## src/rtl/core/rerd_pkg.sv

```systemverilog
// Shared types and constants for the raster escape run-length decoder.
// Used by the parser front end, the command queue, the run back end and the top level.
`default_nettype none

package rerd_pkg;

  localparam int NUMBER_BITS = 16;
  localparam int NUM_EXT     = NUMBER_BITS + 4;
  localparam int ROW_BITS    = 16;
  localparam int CMDQ_DEPTH  = 4;
  localparam int CMDQ_AW     = $clog2(CMDQ_DEPTH);

  localparam logic [7:0] ESC_BYTE = 8'h1b;
  localparam logic [7:0] CH_STAR  = 8'h2a;
  localparam logic [7:0] CH_LOW_B = 8'h62;
  localparam logic [7:0] CH_LOW_P = 8'h70;
  localparam logic [7:0] CH_UP_W  = 8'h57;
  localparam logic [7:0] CH_UP_M  = 8'h4d;
  localparam logic [7:0] CH_UP_Y  = 8'h59;
  localparam logic [7:0] CH_ZERO  = 8'h30;
  localparam logic [7:0] CH_NINE  = 8'h39;

  localparam logic [9:0] ROW_WIDTH_RESET = 10'd80;
  localparam logic       REG_ROW_WIDTH   = 1'b0;

  localparam logic [1:0] KIND_RUN     = 2'd0;
  localparam logic [1:0] KIND_ROW_END = 2'd1;
  localparam logic [1:0] KIND_BLANK   = 2'd2;

  typedef enum logic [2:0] {
    PH_IDLE,
    PH_ESC,
    PH_STAR,
    PH_CMD,
    PH_DIGITS,
    PH_RASTER
  } parse_phase_t;

  typedef enum logic [1:0] {
    CMD_DATA,
    CMD_ROW,
    CMD_MODE,
    CMD_SETROW
  } cmd_op_t;

  // flag: DATA = last byte of row, ROW = zero length, MODE = compression on
  typedef struct packed {
    cmd_op_t             op;
    logic [7:0]          data;
    logic [ROW_BITS-1:0] number;
    logic                flag;
  } cmd_t;

  typedef enum logic [1:0] {
    RUN_FRESH,
    RUN_HAVE,
    RUN_PAIR
  } run_phase_t;

  typedef enum logic {
    BK_MAIN,
    BK_ROW_END
  } back_step_t;

  typedef struct packed {
    logic [1:0]          kind;
    logic [7:0]          pixel_byte;
    logic [ROW_BITS-1:0] run_count;
    logic [ROW_BITS-1:0] row_index;
    logic                last;
  } result_t;

  typedef struct packed {
    logic valid;
    cmd_t head;
  } cmdq_head_t;

endpackage

`default_nettype wire

```

## src/rtl/core/rerd_front.sv

```systemverilog
// Parser front end: accepts stream bytes, tracks escape syntax and row length,
// and pushes classified commands into the queue. Depends on rerd_pkg.
`default_nettype none

module rerd_front (
  input  logic           clk,
  input  logic           rst,
  input  logic [7:0]     stream_byte,
  input  logic           in_valid,
  output logic           in_ready,
  input  logic           q_full,
  output logic           cmd_push,
  output rerd_pkg::cmd_t cmd
);
  import rerd_pkg::*;

  parse_phase_t            phase;
  parse_phase_t            phase_next;
  logic                    is_raster;
  logic                    is_raster_next;
  logic [NUMBER_BITS-1:0]  number;
  logic [NUMBER_BITS-1:0]  number_next;
  logic [ROW_BITS-1:0]     remaining;
  logic [ROW_BITS-1:0]     remaining_next;

  logic                    accept;
  logic                    is_digit;
  logic [3:0]              digit_val;
  logic [7:0]              digit_diff;
  parse_phase_t            rescan_phase;
  logic [NUM_EXT-1:0]      num_mul;
  logic [NUMBER_BITS-1:0]  num_acc;
  logic [31:0]             num_wide;
  logic [ROW_BITS-1:0]     len16;

  assign in_ready     = !q_full;
  assign accept       = in_valid && !q_full;
  assign is_digit     = (stream_byte >= CH_ZERO) && (stream_byte <= CH_NINE);
  assign digit_diff   = stream_byte - CH_ZERO;
  assign digit_val    = digit_diff[3:0];
  assign rescan_phase = (stream_byte == ESC_BYTE) ? PH_ESC : PH_IDLE;
  assign num_mul      = NUM_EXT'(number) * NUM_EXT'(10) + NUM_EXT'(digit_val);
  assign num_acc      = (num_mul > NUM_EXT'({NUMBER_BITS{1'b1}})) ?
                        {NUMBER_BITS{1'b1}} : num_mul[NUMBER_BITS-1:0];
  assign num_wide     = 32'(number);
  assign len16        = (num_wide > 32'h0000_ffff) ? 16'hffff : num_wide[ROW_BITS-1:0];

  always_comb begin
    phase_next = phase;
    unique case (phase)
      PH_IDLE: phase_next = rescan_phase;
      PH_ESC: phase_next = (stream_byte == CH_STAR) ? PH_STAR : rescan_phase;
      PH_STAR: begin
        if (stream_byte == CH_LOW_B || stream_byte == CH_LOW_P) begin
          phase_next = PH_CMD;
        end else begin
          phase_next = rescan_phase;
        end
      end
      PH_CMD: phase_next = is_digit ? PH_DIGITS : rescan_phase;
      PH_DIGITS: begin
        priority if (is_digit) begin
          phase_next = PH_DIGITS;
        end else if (is_raster && stream_byte == CH_UP_W) begin
          phase_next = (len16 == '0) ? PH_IDLE : PH_RASTER;
        end else if (is_raster && stream_byte == CH_UP_M) begin
          phase_next = PH_IDLE;
        end else if (!is_raster && stream_byte == CH_UP_Y) begin
          phase_next = PH_IDLE;
        end else begin
          phase_next = rescan_phase;
        end
      end
      PH_RASTER: phase_next = (remaining == ROW_BITS'(1)) ? PH_IDLE : PH_RASTER;
      default: phase_next = PH_IDLE;
    endcase
  end

  always_comb begin
    cmd_push       = 1'b0;
    cmd.op         = CMD_DATA;
    cmd.data       = stream_byte;
    cmd.number     = len16;
    cmd.flag       = 1'b0;
    is_raster_next = is_raster;
    number_next    = number;
    remaining_next = remaining;
    unique case (phase)
      PH_STAR: begin
        if (stream_byte == CH_LOW_B) begin
          is_raster_next = 1'b1;
        end else if (stream_byte == CH_LOW_P) begin
          is_raster_next = 1'b0;
        end
      end
      PH_CMD: begin
        if (is_digit) begin
          number_next = NUMBER_BITS'(digit_val);
        end
      end
      PH_DIGITS: begin
        priority if (is_digit) begin
          number_next = num_acc;
        end else if (is_raster && stream_byte == CH_UP_W) begin
          cmd_push       = accept;
          cmd.op         = CMD_ROW;
          cmd.flag       = (len16 == '0);
          remaining_next = len16;
        end else if (is_raster && stream_byte == CH_UP_M) begin
          cmd_push = accept;
          cmd.op   = CMD_MODE;
          cmd.flag = (number != '0);
        end else if (!is_raster && stream_byte == CH_UP_Y) begin
          cmd_push   = accept;
          cmd.op     = CMD_SETROW;
          cmd.number = num_wide[ROW_BITS-1:0];
        end else begin
          cmd_push = 1'b0;
        end
      end
      PH_RASTER: begin
        cmd_push       = accept;
        cmd.op         = CMD_DATA;
        cmd.flag       = (remaining == ROW_BITS'(1));
        remaining_next = remaining - ROW_BITS'(1);
      end
      default: begin
      end
    endcase
  end

  always_ff @(posedge clk) begin
    if (rst) begin
      phase     <= PH_IDLE;
      is_raster <= 1'b0;
      number    <= '0;
      remaining <= '0;
    end else if (accept) begin
      phase     <= phase_next;
      is_raster <= is_raster_next;
      number    <= number_next;
      remaining <= remaining_next;
    end
  end

endmodule

`default_nettype wire

```

## src/rtl/core/rerd_cmdq.sv

```systemverilog
// Short command queue between parser and run back end.
// Register-based ring of rerd_pkg::cmd_t entries; depth from rerd_pkg.
`default_nettype none

module rerd_cmdq (
  input  logic                 clk,
  input  logic                 rst,
  input  logic                 push,
  input  rerd_pkg::cmd_t       push_data,
  output logic                 full,
  input  logic                 pop,
  output rerd_pkg::cmdq_head_t head
);
  import rerd_pkg::*;

  cmd_t               entries [CMDQ_DEPTH];
  logic [CMDQ_AW-1:0] wr_ptr;
  logic [CMDQ_AW-1:0] rd_ptr;
  logic [CMDQ_AW:0]   count;
  logic               push_ok;
  logic               pop_ok;

  assign full       = (count == (CMDQ_AW + 1)'(CMDQ_DEPTH));
  assign head.valid = (count != '0);
  assign head.head  = entries[rd_ptr];
  assign push_ok    = push && !full;
  assign pop_ok     = pop && head.valid;

  always_ff @(posedge clk) begin
    if (push_ok) begin
      entries[wr_ptr] <= push_data;
    end
  end

  always_ff @(posedge clk) begin
    if (rst) begin
      wr_ptr <= '0;
      rd_ptr <= '0;
      count  <= '0;
    end else begin
      if (push_ok) begin
        wr_ptr <= wr_ptr + CMDQ_AW'(1);
      end
      if (pop_ok) begin
        rd_ptr <= rd_ptr + CMDQ_AW'(1);
      end
      unique case ({push_ok, pop_ok})
        2'b10:   count <= count + (CMDQ_AW + 1)'(1);
        2'b01:   count <= count - (CMDQ_AW + 1)'(1);
        default: count <= count;
      endcase
    end
  end

endmodule

`default_nettype wire

```

## src/rtl/core/rerd_back.sv

```systemverilog
// Run back end: executes queued commands, expands compressed runs, pads rows,
// and drives the registered result beat. Depends on rerd_pkg.
`default_nettype none

module rerd_back (
  input  logic                 clk,
  input  logic                 rst,
  input  logic [9:0]           row_width,
  input  rerd_pkg::cmdq_head_t q,
  output logic                 q_pop,
  output logic                 out_valid,
  input  logic                 out_ready,
  output rerd_pkg::result_t    result
);
  import rerd_pkg::*;

  back_step_t          step;
  back_step_t          step_next;
  logic                compression;
  logic                compression_next;
  run_phase_t          run;
  run_phase_t          run_next;
  logic [7:0]          previous_byte;
  logic [7:0]          previous_byte_next;
  logic [ROW_BITS-1:0] decoded;
  logic [ROW_BITS-1:0] decoded_next;
  logic [ROW_BITS-1:0] current_row;
  logic [ROW_BITS-1:0] current_row_next;

  logic                out_free;
  logic                adv;
  cmd_t                cmd;
  logic                a_emit;
  logic [7:0]          a_pixel;
  logic [7:0]          a_add;
  run_phase_t          a_run;
  logic [7:0]          a_prev;
  logic [ROW_BITS:0]   a_sum;
  logic [ROW_BITS-1:0] a_decoded;
  logic [ROW_BITS-1:0] pad_base;
  logic [ROW_BITS-1:0] width16;
  logic [ROW_BITS-1:0] pad;
  logic                res_load;
  result_t             res;

  assign cmd      = q.head;
  assign out_free = !out_valid || out_ready;
  assign adv      = q.valid && out_free;
  assign width16  = ROW_BITS'(row_width);
  assign pad_base = (step == BK_MAIN && cmd.op == CMD_ROW) ? '0 : decoded;
  assign pad      = (width16 > pad_base) ? width16 - pad_base : '0;
  assign a_sum    = (ROW_BITS + 1)'(decoded) + (ROW_BITS + 1)'(a_add);
  assign a_decoded = a_sum[ROW_BITS] ? {ROW_BITS{1'b1}} : a_sum[ROW_BITS-1:0];

  always_comb begin
    a_emit  = 1'b0;
    a_pixel = cmd.data;
    a_add   = '0;
    a_run   = run;
    a_prev  = previous_byte;
    priority if (!compression) begin
      a_emit = 1'b1;
      a_add  = 8'd1;
    end else if (run == RUN_PAIR) begin
      if (cmd.data > 8'd1) begin
        a_emit  = 1'b1;
        a_pixel = previous_byte;
        a_add   = cmd.data - 8'd1;
      end
      a_run = RUN_FRESH;
    end else if (run == RUN_HAVE && cmd.data == previous_byte && !cmd.flag) begin
      a_run = RUN_PAIR;
    end else begin
      a_emit = 1'b1;
      a_add  = 8'd1;
      a_prev = cmd.data;
      a_run  = RUN_HAVE;
    end
  end

  always_comb begin
    step_next = step;
    if (adv) begin
      unique case (step)
        BK_MAIN: begin
          if (cmd.op == CMD_DATA && cmd.flag && a_emit) begin
            step_next = BK_ROW_END;
          end
        end
        BK_ROW_END: step_next = BK_MAIN;
      endcase
    end
  end

  always_comb begin
    q_pop              = 1'b0;
    res_load           = 1'b0;
    res.kind           = KIND_ROW_END;
    res.pixel_byte     = '0;
    res.run_count      = pad;
    res.row_index      = current_row;
    res.last           = 1'b1;
    compression_next   = compression;
    run_next           = run;
    previous_byte_next = previous_byte;
    decoded_next       = decoded;
    current_row_next   = current_row;
    if (adv) begin
      if (step == BK_ROW_END) begin
        res_load         = 1'b1;
        current_row_next = current_row + ROW_BITS'(1);
        run_next         = RUN_FRESH;
        q_pop            = 1'b1;
      end else begin
        unique case (cmd.op)
          CMD_MODE: begin
            compression_next = cmd.flag;
            q_pop            = 1'b1;
          end
          CMD_SETROW: begin
            if (cmd.number > current_row) begin
              res_load      = 1'b1;
              res.kind      = KIND_BLANK;
              res.run_count = cmd.number - current_row;
            end
            current_row_next = cmd.number;
            q_pop            = 1'b1;
          end
          CMD_ROW: begin
            decoded_next = '0;
            run_next     = RUN_FRESH;
            q_pop        = 1'b1;
            if (cmd.flag) begin
              res_load         = 1'b1;
              current_row_next = current_row + ROW_BITS'(1);
            end
          end
          CMD_DATA: begin
            decoded_next       = a_decoded;
            run_next           = a_run;
            previous_byte_next = a_prev;
            if (a_emit) begin
              res_load       = 1'b1;
              res.kind       = KIND_RUN;
              res.pixel_byte = a_pixel;
              res.run_count  = ROW_BITS'(a_add);
              res.last       = !cmd.flag;
              q_pop          = !cmd.flag;
            end else if (cmd.flag) begin
              res_load         = 1'b1;
              current_row_next = current_row + ROW_BITS'(1);
              run_next         = RUN_FRESH;
              q_pop            = 1'b1;
            end else begin
              q_pop = 1'b1;
            end
          end
        endcase
      end
    end
  end

  always_ff @(posedge clk) begin
    if (rst) begin
      step          <= BK_MAIN;
      compression   <= 1'b0;
      run           <= RUN_FRESH;
      previous_byte <= '0;
      decoded       <= '0;
      current_row   <= '0;
      out_valid     <= 1'b0;
    end else begin
      step          <= step_next;
      compression   <= compression_next;
      run           <= run_next;
      previous_byte <= previous_byte_next;
      decoded       <= decoded_next;
      current_row   <= current_row_next;
      if (res_load) begin
        out_valid <= 1'b1;
      end else if (out_ready) begin
        out_valid <= 1'b0;
      end
    end
  end

  always_ff @(posedge clk) begin
    if (res_load) begin
      result <= res;
    end
  end

  a_row_end_head: assert property (@(posedge clk) disable iff (rst)
    step == BK_ROW_END |-> q.valid && cmd.op == CMD_DATA && cmd.flag)
    else $error("row end step without a row-closing data command");

  a_row_end_beat: assert property (@(posedge clk) disable iff (rst)
    step == BK_ROW_END && adv |=> out_valid && result.kind == KIND_ROW_END && result.last)
    else $error("row end step did not produce a final row end beat");

  a_split_first: assert property (@(posedge clk) disable iff (rst)
    step == BK_MAIN && step_next == BK_ROW_END |=> result.kind == KIND_RUN && !result.last)
    else $error("first beat of a split byte is not a non-final run");

  a_pop_valid: assert property (@(posedge clk) disable iff (rst)
    q_pop |-> q.valid && out_free)
    else $error("pop without a queued command or free output slot");

endmodule

`default_nettype wire

```

## src/rtl/core/raster_escape_rle_decoder.sv

```systemverilog
// Top level of the raster escape run-length decoder: APB register, parser,
// command queue and run back end. Depends on rerd_pkg, rerd_front, rerd_cmdq, rerd_back.
//
// One stream byte is accepted per cycle while the four-entry command queue has room; escape
// and digit bytes finish in the parser and only command and raster bytes enter the queue.
// The back end retires one queued command per cycle while its output slot is free, except
// a raster byte that both emits a run and closes its row, which yields two result beats;
// so the sustained rate is one byte per cycle and dips only at such row ends. Results leave
// through a registered output stage, so a stalled output still lets the parser run ahead
// until the queue fills. The row width register sits at byte address 0 (reset 80).
`default_nettype none

module raster_escape_rle_decoder (
  input  logic        clk,
  input  logic        rst,
  input  logic        psel,
  input  logic        penable,
  input  logic        pwrite,
  input  logic [2:0]  paddr,
  input  logic [31:0] pwdata,
  output logic [31:0] prdata,
  output logic        pready,
  input  logic [7:0]  stream_byte,
  input  logic        in_valid,
  output logic        in_ready,
  output logic [1:0]  kind,
  output logic [7:0]  pixel_byte,
  output logic [15:0] run_count,
  output logic [15:0] row_index,
  output logic        last,
  output logic        out_valid,
  input  logic        out_ready
);
  import rerd_pkg::*;

  logic       [9:0] row_width;
  logic             cmd_push;
  cmd_t             cmd;
  logic             q_full;
  logic             q_pop;
  cmdq_head_t       q_head;
  result_t          result;

  assign pready = 1'b1;
  assign prdata = (paddr[2] == REG_ROW_WIDTH) ? {22'b0, row_width} : 32'b0;

  always_ff @(posedge clk) begin
    if (rst) begin
      row_width <= ROW_WIDTH_RESET;
    end else if (psel && penable && pwrite && pready && paddr[2] == REG_ROW_WIDTH) begin
      row_width <= pwdata[9:0];
    end
  end

  rerd_front u_front (
    .clk         (clk),
    .rst         (rst),
    .stream_byte (stream_byte),
    .in_valid    (in_valid),
    .in_ready    (in_ready),
    .q_full      (q_full),
    .cmd_push    (cmd_push),
    .cmd         (cmd)
  );

  rerd_cmdq u_cmdq (
    .clk       (clk),
    .rst       (rst),
    .push      (cmd_push),
    .push_data (cmd),
    .full      (q_full),
    .pop       (q_pop),
    .head      (q_head)
  );

  rerd_back u_back (
    .clk       (clk),
    .rst       (rst),
    .row_width (row_width),
    .q         (q_head),
    .q_pop     (q_pop),
    .out_valid (out_valid),
    .out_ready (out_ready),
    .result    (result)
  );

  assign kind       = result.kind;
  assign pixel_byte = result.pixel_byte;
  assign run_count  = result.run_count;
  assign row_index  = result.row_index;
  assign last       = result.last;

endmodule

`default_nettype wire

```

## config.mk

```make
export PLATFORM = sky130hd
export DESIGN_NAME = raster_escape_rle_decoder
export DESIGN_NICKNAME = d
export VERILOG_FILES = /design/src/rtl/core/rerd_pkg.sv /design/src/rtl/core/rerd_front.sv /design/src/rtl/core/rerd_cmdq.sv /design/src/rtl/core/rerd_back.sv /design/src/rtl/core/raster_escape_rle_decoder.sv
export SDC_FILE = /design/constraint.sdc
export NUM_CORES = 1
export LEC_CHECK = 0
export BUFFER_PORTS_ARGS = -buffer_cell sky130_fd_sc_hd__buf_2
export CAP_MARGIN = 20
export CELL_PAD_IN_SITES_DETAIL_PLACEMENT = 1
export CELL_PAD_IN_SITES_GLOBAL_PLACEMENT = 2
export CORE_UTILIZATION = 35
export CTS_BUF_LIST = sky130_fd_sc_hd__clkbuf_16
export CTS_CLUSTER_DIAMETER = 120
export DETAILED_ROUTE_END_ITERATION = 7
export PLACE_DENSITY_LB_ADDON = 0.05
export SETUP_SLACK_MARGIN = 0.1
export SLEW_MARGIN = 20
export SYNTH_ARGS = -nofsm -noshare
export SYNTH_HDL_FRONTEND = slang
export SYNTH_SLANG_ARGS = --single-unit
```

## constraint.sdc

```tcl
create_clock -name clk -period 6.85 [get_ports clk]
set_clock_uncertainty 0.1 [all_clocks]
set_input_delay 0 -clock clk [delete_from_list [all_inputs] [get_ports clk]]
set_output_delay 0 -clock clk [all_outputs]
set_load 0.1 [all_outputs]
```

==> flow_summary.ini, run 1 <==
[yosys]
seq_area_frac_synth_pct = 45.2
netlist_area_sq_um = 14500
synth-edff-count = 151
dominantRegCellSynth = edfxtp_1
synth_top_cell_by_area = edfxtp_1
synthMuxAreaShare_pct = 5.17
ys_seq_elements = 251
synth_top_family_by_area = compound AO/OA/AOI/OAI gates
synth_compound_area_share_pct = 17.2
synthAdderAreaFrac_pct = 7.75
yosys_warnings = 0
synth_top_area_share_pct = 31.3
synth_area_leaders = edfxtp_1 (31%), dfxtp_1 (14%), ha_1 (6.9%), mux4_2 (4.2%), a21oi_1 (3.5%)
yosys.area_share.simple_pct = 16.2
ys_types = 87
synth_cells = 1428
ys_async_sr_fraction_pct = 0
avgSynthCellArea_sq_um = 10.1
synthXorXnorAreaFrac_pct = 3.75

[worst_setup_path]
required_ns = 7.21
critical-path-top-delay-family = compound AO/OA/AOI/OAI gates
cpPeakStageDelay_ns = 0.59
cp-start-kind = register
crit_path_end_kind = register
cp.arrival_ns = 5.94
cp.buffers_inverters = 5
crit_chain = buf_4 > mux4_2 > inv_1 > ha_1 > inv_1 > fa_1 > a21o_1 > a41o_1 > nor4_1 > o31ai_1 > a31o_2 > a221oi_1 > o31ai_4 > buf_4 > o21ba_1 > dlygate4sd3_1
cp.depth = 16
crit_type = reg2reg
critical_path_peak_fanout = 34
crit_slowest_cell = dfxtp_2
rr_worst_depth = 16

[pwr]
swShare_pct = 23.6
p_seq_share_pct = 46.6
total_power_mw = 3.44
p_leak_nw = 6.00
p_int_mw = 2.63
powerDensity_nw_per_um2 = 206
p_sw_mw = 0.809
combPwrFrac_pct = 5.5
ir_drop_uv = 185
p_clk_share_pct = 47.9

[sta]
rsz0062_at_grt = false
relSlewSlack_pct = 37.6
fmax_mhz = 179
min_period_over_period_pct = 81.4
tightest_slew_ns = 0.931
final-max-slew-violation-count = 0
post-route-min-period_ns = 5.57
whs_ns = 0.0625
tns_ns = 0
hold_viol = 0
setup_viol = 0

[detailed_routing]
totalWireLength_mm = 41.0
avgViaCountPerCell = 5.41
route.detailed.drc = 0
drtIter0Drc = 564
vias = 11200
first_pass_iters = 6
ant_nets = 0
wire_per_inst_microns = 19.8

[status]
status = finished clean

[cts]
cts.htree.levels = 1
clk_pin_slew_worst_paths_ns = 0.06
cts_buffers = 30
cts_tree = built
cts.path.max_buffers = 3
cts-root-buf = clkbuf_16
insertion_delay_ns = 0.58
cts_resized = 0
cts_sinks = 251

[final_layout]
final_common_cell = edfxtp_1
drive_gt1_share_pct = 13.2
nNetsFinal = 1657
final_cell_mix = edfxtp_1 (151), nand2_1 (116), nor2_1 (116)
final.fill_count = 4532
syn2layout_area_growth_pct = 15.4
fin_cells = 2077
diodes = 0

[hold_path]
hold_class = in2reg
hold-path-cell-count = 4

[floorplan]
die_h_microns = 205
core_sq_um = 40800
fp-row-count = 74
start_util_pct = 35.4
die_w_microns = 205
pin_count = 128
die_area_sq_um = 42200

[placement]
place_congestion = 0.849
io_buffers = 80
dp_cells = 1984
dpl.hpwl_mm = 29.8

[global_route]
grt_overflow = 0
grt_pass1_vias = 11400
antenna_found_initial = 0
grt_pass1_wl_mm = 64.8
grt_start_max_net_pins = 53
grt_usage_pct = 19.6

[run]
max_cap_violations = 0
==> cells in the mapped netlist (all sizes together), types with 11 or more instances <==
master	instances
and2	16
and3	13
clkbuf	60
nor2b	25
buf	34
a211oi	20
nor2	116
a21oi	101
inv	54
nor4	24
a21o	19
o31ai	11
o21a	23
xor2	21
nand4	18
mux2i	14
o21ai	79
edfxtp	151
nand2	116
xnor2	41
nor3	35
nand2b	11
mux4	27
o211ai	12
a22oi	30
dfxtp	100
nand3	28
ha	80
==> through the flow <==
step | instance area (sq um) | util [%] | setup slack [ns]
CTS | 16700 | 40.9 | 1.16
global route | 16700 | 40.9 | 0.879
global placement | 15300 | 37.5 | 1.52
finish | 16700 | 40.9 | 1.28
floorplan | 14600 | - | 1.11
detailed placement | 15300 | 37.5 | 1.51
==> tightest hold or removal path, stage by stage <==
cell and delay [ns]:
buf_2 0.10, nand4b_1 0.37, nand2_1 0.10, a21oi_1 0.13
==> power by group through the flow <==
stage / combinational, mW / sequential, mW / clock [mW]
2_1_floorplan: 0.136 / 1.64 / 0
3_3_place_gp: 0.177 / 1.63 / 0
3_5_place_dp: 0.179 / 1.63 / 0
4_1_cts: 0.191 / 1.60 / 1.70
5_1_grt: 0.203 / 1.60 / 1.76
6_report: 0.189 / 1.60 / 1.65
==> cell families (layout without fill, tap and decap cells) <==
| group | after synthesis | in the layout |
|---|---|---|
| AOI/OAI and AO/OA | 377 | 377 |
| xor gates and xnor gates | 62 | 62 |
| adders and majority gates | 86 | 86 |
| buffers and inverters | 149 | 245 |
| DFF | 251 | 251 |
| muxes | 41 | 41 |
| other | 2 | 23 |
| and+or+nand+nor | 460 | 460 |
==> routing by layer <==
metal	global-route usage [%]	share of wire (%)	wire (microns)	up-vias
met3	2.26	2.4	990	44
met2	35.1	50	20400	135
met5	0	0	0	-
li1	-	-	-	5491
met1	25.3	46	19000	5569
met4	4.29	1.6	666	0
==> sequential cells by signal, indices dropped and copies added, names as in the netlist, 3 cells and up, named ones only <==
signal                flops
u_cmdq.entries          108
u_back.result            43
row_width                10
u_cmdq.count              3
u_front.remaining        16
u_front.number           16
u_back.current_row       16
u_front.phase             3
u_back.previous_byte      8
u_back.decoded           16
==> final cells by class <==
cell class | instances | area, sq um | share of cell area [%]
Clock buffer | 30 | 751 | 4.50
Clock inverter | 26 | 274 | 1.64
Inverter | 55 | 206 | 1.24
Multi-Input combinational cell | 1049 | 7360 | 44.1
Sequential cell | 251 | 6540 | 39.2
Tap cell | 532 | 666 | 3.99
Timing Repair Buffer | 134 | 901 | 5.40
==> repair_timing <==
action	CTS	global route
buffers inserted	0	0
hold endpoints to repair	93	0
hold buffers	37	0
endpoints found under the setup margin	0	0
==> path summary, 6_finish.rpt <==
path	startpoint	end	slack (ns)
worst max-delay path	register	u_back.out_valid	1.28
worst min-delay path	pwrite	row_width[9]	0.06
worst max register to register	register	u_back.out_valid	1.28
worst min register to register	u_back.current_row[15]	u_back.result[16]	0.38
Note: power is estimated with default switching activity, not from simulation.
==> run 2, diff against run 1 <==
Settings changed: CORE_UTILIZATION 35 to 39.
Clock period 6.85 ns to 5.55 ns, I/O delays scaled along.
==> run 2 against run 1 <==
  * Final area shrank 0.73%
  * Final cell count decreased by 3.1%
  * Total power increased by 20%
  * Sequential share of layout area grew 0.29 points
  * First-iteration DRC count down 18%
  * Hold slack lost 0.0080 ns
  * Sequential power up 23%
  * Worst setup slack worse by 0.72 ns
  * Largest cell class unchanged
==> flow_summary.ini, run 2 (synthesis gave the netlist of run 1 again) <==
[cts]
cts.path.max_buffers = 3
cts_sinks = 251
cts_resized = 0
cts_tree = built
cts.htree.levels = 1
cts_buffers = 29
insertion_delay_ns = 0.58
cts-root-buf = clkbuf_16
clk_pin_slew_worst_paths_ns = 0.06

[global_route]
grt_overflow = 0
grt_start_max_net_pins = 62
grt_pass1_vias = 11500
antenna_found_initial = 0
grt_usage_pct = 20.9
grt_pass1_wl_mm = 62.9

[worst_setup_path]
cpPeakStageDelay_ns = 0.63
crit_slowest_cell = mux4_2
cp.buffers_inverters = 2
cp-start-kind = register
cp.arrival_ns = 5.30
crit_type = reg2reg
crit_chain = mux4_2 > inv_1 > ha_1 > nor2_1 > nor2_1 > nand2_1 > a21boi_0 > o21ai_0 > ha_1 > fa_1 > a21o_1 > a21oi_1 > o21bai_1 > a2111oi_2 > nor4_1 > nor2b_1 > buf_4 > o21ai_0 > a21oi_1
crit_path_end_kind = register
critical-path-top-delay-family = compound AO/OA/AOI/OAI gates
critical_path_peak_fanout = 12
required_ns = 5.86
r2r_setup_slack_ns = 0.56

[final_layout]
final_common_cell = edfxtp_1
largestRegisters = u_cmdq.entries x108, u_back.result x43
largest_reg_flops = 108
final_cell_mix = edfxtp_1 (151), nand2_1 (116), nor2_1 (116)
diodes = 0
final.fill_count = 4034
top_register = u_cmdq.entries
syn2layout_area_growth_pct = 14.5
drive_gt1_share_pct = 13.5
nNetsFinal = 1658
fin_cells = 2013

[hold_path]
hold_class = in2reg

[floorplan]
die_w_microns = 195
die_h_microns = 195
fp-row-count = 70
pin_count = 128
core_sq_um = 36500
die_area_sq_um = 37900
start_util_pct = 39.6

[run]
max_cap_violations = 0

[detailed_routing]
vias = 11200
avgViaCountPerCell = 5.55
first_pass_iters = 4
ant_nets = 0
drtIter0Drc = 465
wire_per_inst_microns = 19.8
route.detailed.drc = 0
totalWireLength_mm = 39.8

[sta]
fmax_mhz = 200
post-route-min-period_ns = 4.99
setup_viol = 0
final-max-slew-violation-count = 0
tns_ns = 0
relSlewSlack_pct = 40.7
hold_viol = 0
min_period_over_period_pct = 89.9
rsz0062_at_grt = false
tightest_slew_ns = 0.889

[placement]
dp_cells = 1926
io_buffers = 80
place_congestion = 0.869
dpl.hpwl_mm = 28.8

[pwr]
ir_drop_uv = 235
powerDensity_nw_per_um2 = 250
p_leak_nw = 5.98

[status]
status = finished clean
==> run 2: cell count changes in the layout (fill, tap and decap cells not counted), sizes merged <==
cell / change
inv: +7
bufinv: -2
clkbuf: -1
dlygate4sd3: -4
clkinv: -5
buf: +6
clkinvlp: -1
==> run 2: area by class of cell <==
cell class / instances / area [sq um] / area share [%]
Clock buffer: 29 / 726 / 4.38
Inverter: 55 / 206 / 1.25
Sequential cell: 251 / 6540 / 39.4
Clock inverter: 25 / 245 / 1.48
Multi-Input combinational cell: 1049 / 7360 / 44.4
Tap cell: 468 / 586 / 3.53
Timing Repair Buffer: 136 / 916 / 5.53
==> run 2: power breakdown <==
group          internal, mW  leakage, nW  switching, mW
combinational        0.0542         3.30          0.178
clock                  1.11        0.490          0.822
sequential             1.97         2.19        0.00577
total                  3.13         5.98           1.01
==> run 2: per-layer routing <==
metal | GRT usage [%] | share of wire [%] | vias to the layer above
li1 | - | - | 5483
met1 | 26.8 | 46 | 5469
met2 | 36.8 | 49 | 167
met3 | 2.59 | 2.5 | 51
met4 | 5.91 | 2.5 | 0
met5 | 0 | 0 | -
==> run 2: final timing paths <==
kind                startpoint                end  cells past startpoint
setup / recovery      register  u_back.decoded[2]                     19
hold / removal          pwrite       row_width[9]                      4
hold reg to reg   row_width[0]       row_width[0]                      2
setup reg to reg      register  u_back.decoded[2]                     19
==> run 2: stage by stage <==
step	setup WS, ns	total power [mW]	utilization, %	instance area, sq um	hold slack (ns)
floorplan	0.499	2.20	-	14600	-0.00113
global placement	0.610	2.23	41.8	15300	0.115
detailed placement	0.534	2.23	41.8	15300	0.116
CTS	0.523	4.19	45.4	16600	0.0191
global route	0.100	4.26	45.4	16600	0.0750
finish	0.559	4.14	45.4	16600	0.0544
==> run 2: worst reg2reg max path, delay by kind of cell (launching register included) <==
family	cells	cell delay, ns
simple gates	5	0.71
mux	1	0.64
fa+ha+maj	3	0.92
flops	1	0.53
compound gates	8	1.65
buf+inv	2	0.29
==> run 2: timing repair <==
action,CTS,global route
hold buffers,33,0
setup endpoints to repair,0,0
setup buffers,0,0
hold endpoints to repair,74,0
==> run 3, diff against run 2 <==
Settings changed: CORE_UTILIZATION 39 to 35, REMOVE_ABC_BUFFERS set to 1.
==> run 3 against run 2 <==
  * Final cell count increased by 3.2%
  * First-iteration DRC count fell by 17%
  * Routed wire length is 2.3% higher
  * Maximum frequency is 1.3% higher
  * Hold slack lost 0.026 ns
  * Via count grew 0.15%
  * Sequential share of layout area decreased by 0.12 points
  * Sequential power about the same
  * Total power is 1.0% lower
  * Critical path depth down 2
  * Combinational power hardly changed
  * Register-to-register slack better by 0.07 ns
  * Largest cell class unchanged
==> flow_summary.ini, run 3 (synthesis gave the netlist of run 1 again) <==
[cts]
cts_tree = built
postCtsSetupBuffers = 0
insertion_delay_ns = 0.58
cts_sinks = 251
cts.htree.levels = 1
clk_pin_slew_worst_paths_ns = 0.06
cts.path.max_buffers = 3
cts-root-buf = clkbuf_16
cts_buffers = 29

[sta]
final-max-slew-violation-count = 0
relSlewSlack_pct = 33.8
min_period_over_period_pct = 88.7
fmax_mhz = 203
tightest_slew_ns = 0.987
whs_ns = 0.0289
rsz0062_at_grt = false
setup_slack_ns = 0.624
setup_viol = 0
hold_viol = 0
post-route-min-period_ns = 4.93

[worst_setup_path]
critPathCapture = u_back.decoded[7]
cp.arrival_ns = 5.27
required_ns = 5.89
crit_path_end_kind = register
cp-start-kind = register
r2r_end = u_back.decoded[7]
r2r_setup_slack_ns = 0.62
rr_worst_depth = 17
crit_type = reg2reg
critical_path_peak_fanout = 19

[detailed_routing]
first_pass_iters = 4
vias = 11200
route.detailed.drc = 0
avgViaCountPerCell = 5.39
wire_per_inst_microns = 19.6
ant_nets = 0
drtIter0Drc = 388
totalWireLength_mm = 40.7

[final_layout]
register_area_sq_um = 6540
syn2layout_area_growth_pct = 14.9
multi_input_area_sq_um = 7360
top_register = u_cmdq.entries
final_common_cell = edfxtp_1
largest_reg_flops = 108
diodes = 0
nNetsFinal = 1658
drive_gt1_share_pct = 13.6
fin_cells = 2077
largestRegisters = u_cmdq.entries x108, u_back.result x43
final.fill_count = 4595
final_cell_mix = edfxtp_1 (151), nand2_1 (116), nor2_1 (116)

[status]
status = finished clean

[floorplan]
start_util_pct = 35.4
fp-row-count = 74
die_area_sq_um = 42200
core_sq_um = 40800
pin_count = 128
die_w_microns = 205
die_h_microns = 205

[global_route]
grt_start_max_net_pins = 39
grt_usage_pct = 19.6
antenna_found_initial = 0
grt_pass1_vias = 11500
grt_overflow = 0
grt_pass1_wl_mm = 65.1

[placement]
dp_cells = 1989
dp_slack_ns = 0.518
io_buffers = 80
dpl.hpwl_mm = 29.9
place_congestion = 0.825

[pwr]
ir_drop_uv = 210
p_leak_nw = 5.97
total_power_mw = 4.10
powerDensity_nw_per_um2 = 246

[run]
max_cap_violations = 0

[hold_path]
hold_class = in2reg
run 3: changes by cell type in the layout (fill, tap and decap cells not counted), sizes merged:
cell / previous run / this run
dlygate4sd3: 33 / 34
inv: 64 / 58
buf: 103 / 102
clkinv: 11 / 18
clkinvlp: 2 / 1
run 3: metrics by stage:
step / util, % / TNS, ns / instance area, sq um
2_1_floorplan: - / -74.71 / 14100
3_3_place_gp: 37.6 / 0 / 15400
3_5_place_dp: 37.6 / 0 / 15400
4_1_cts: 40.7 / 0 / 16600
5_1_grt: 40.7 / 0 / 16600
6_report: 40.7 / 0 / 16600
run 3: metal layers:
layer	share of wire [%]	up-vias	track usage [%]
met5	0	-	0
met1	46	5493	25.7
met4	2.6	0	6.11
li1	-	5488	-
met2	48	154	33.8
met3	3.0	52	2.28
run 3: final cells by class:
class | count | area share [%]
timing repair buffer | 136 | 5.54
multi-input combinational | 1049 | 44.3
clock inverter | 25 | 1.24
clock buffer | 29 | 4.36
tap | 532 | 4.00
inverter | 55 | 1.24
sequential | 251 | 39.3
run 3: worst min-delay path by stage:
stage	from	endpoint	slack [ns]	depth (start not counted)
after global routing	pwrite	row_width[7]	0.07	4
final	pwrite	row_width[9]	0.03	4
after detailed placement	pwdata[4]	row_width[4]	0.13	3
after CTS	pwrite	row_width[3]	0.02	4
after floorplan	rst	u_back.current_row[15]	-0.04	1
after global placement	pwdata[4]	row_width[4]	0.13	3
run 3: power by group:
group | internal [mW] | leakage (nW) | switching [mW] | total (mW)
clock network | 1.09 | 0.473 | 0.800 | 1.89
logic | 0.0548 | 3.31 | 0.178 | 0.233
registers | 1.97 | 2.19 | 0.00575 | 1.97
total | 3.11 | 5.97 | 0.984 | 4.10
run 3: what timing repair did:
| action | 4_1_cts | 5_1_grt |
|---|---|---|
| endpoints found under the hold margin | 76 | 0 |
| hold buffers | 34 | 0 |
| gates resized for setup | 0 | 1 |
| endpoints found under the setup margin | 0 | 9 |
run 3: worst max-delay path, cell delays in order, from the launching register on:
cell       delay (ns)
dfxtp_1          0.57
buf_4            0.38
mux4_2           0.42
inv_1            0.16
nand4b_2         0.14
nor3_4           0.27
o21ai_0          0.25
ha_1             0.29
fa_1             0.40
a21o_1           0.18
a21oi_1          0.22
o21bai_1         0.13
a2111oi_2        0.43
nor4_1           0.18
nor2b_1          0.18
buf_4            0.18
o21ai_0          0.20
a21oi_1          0.09
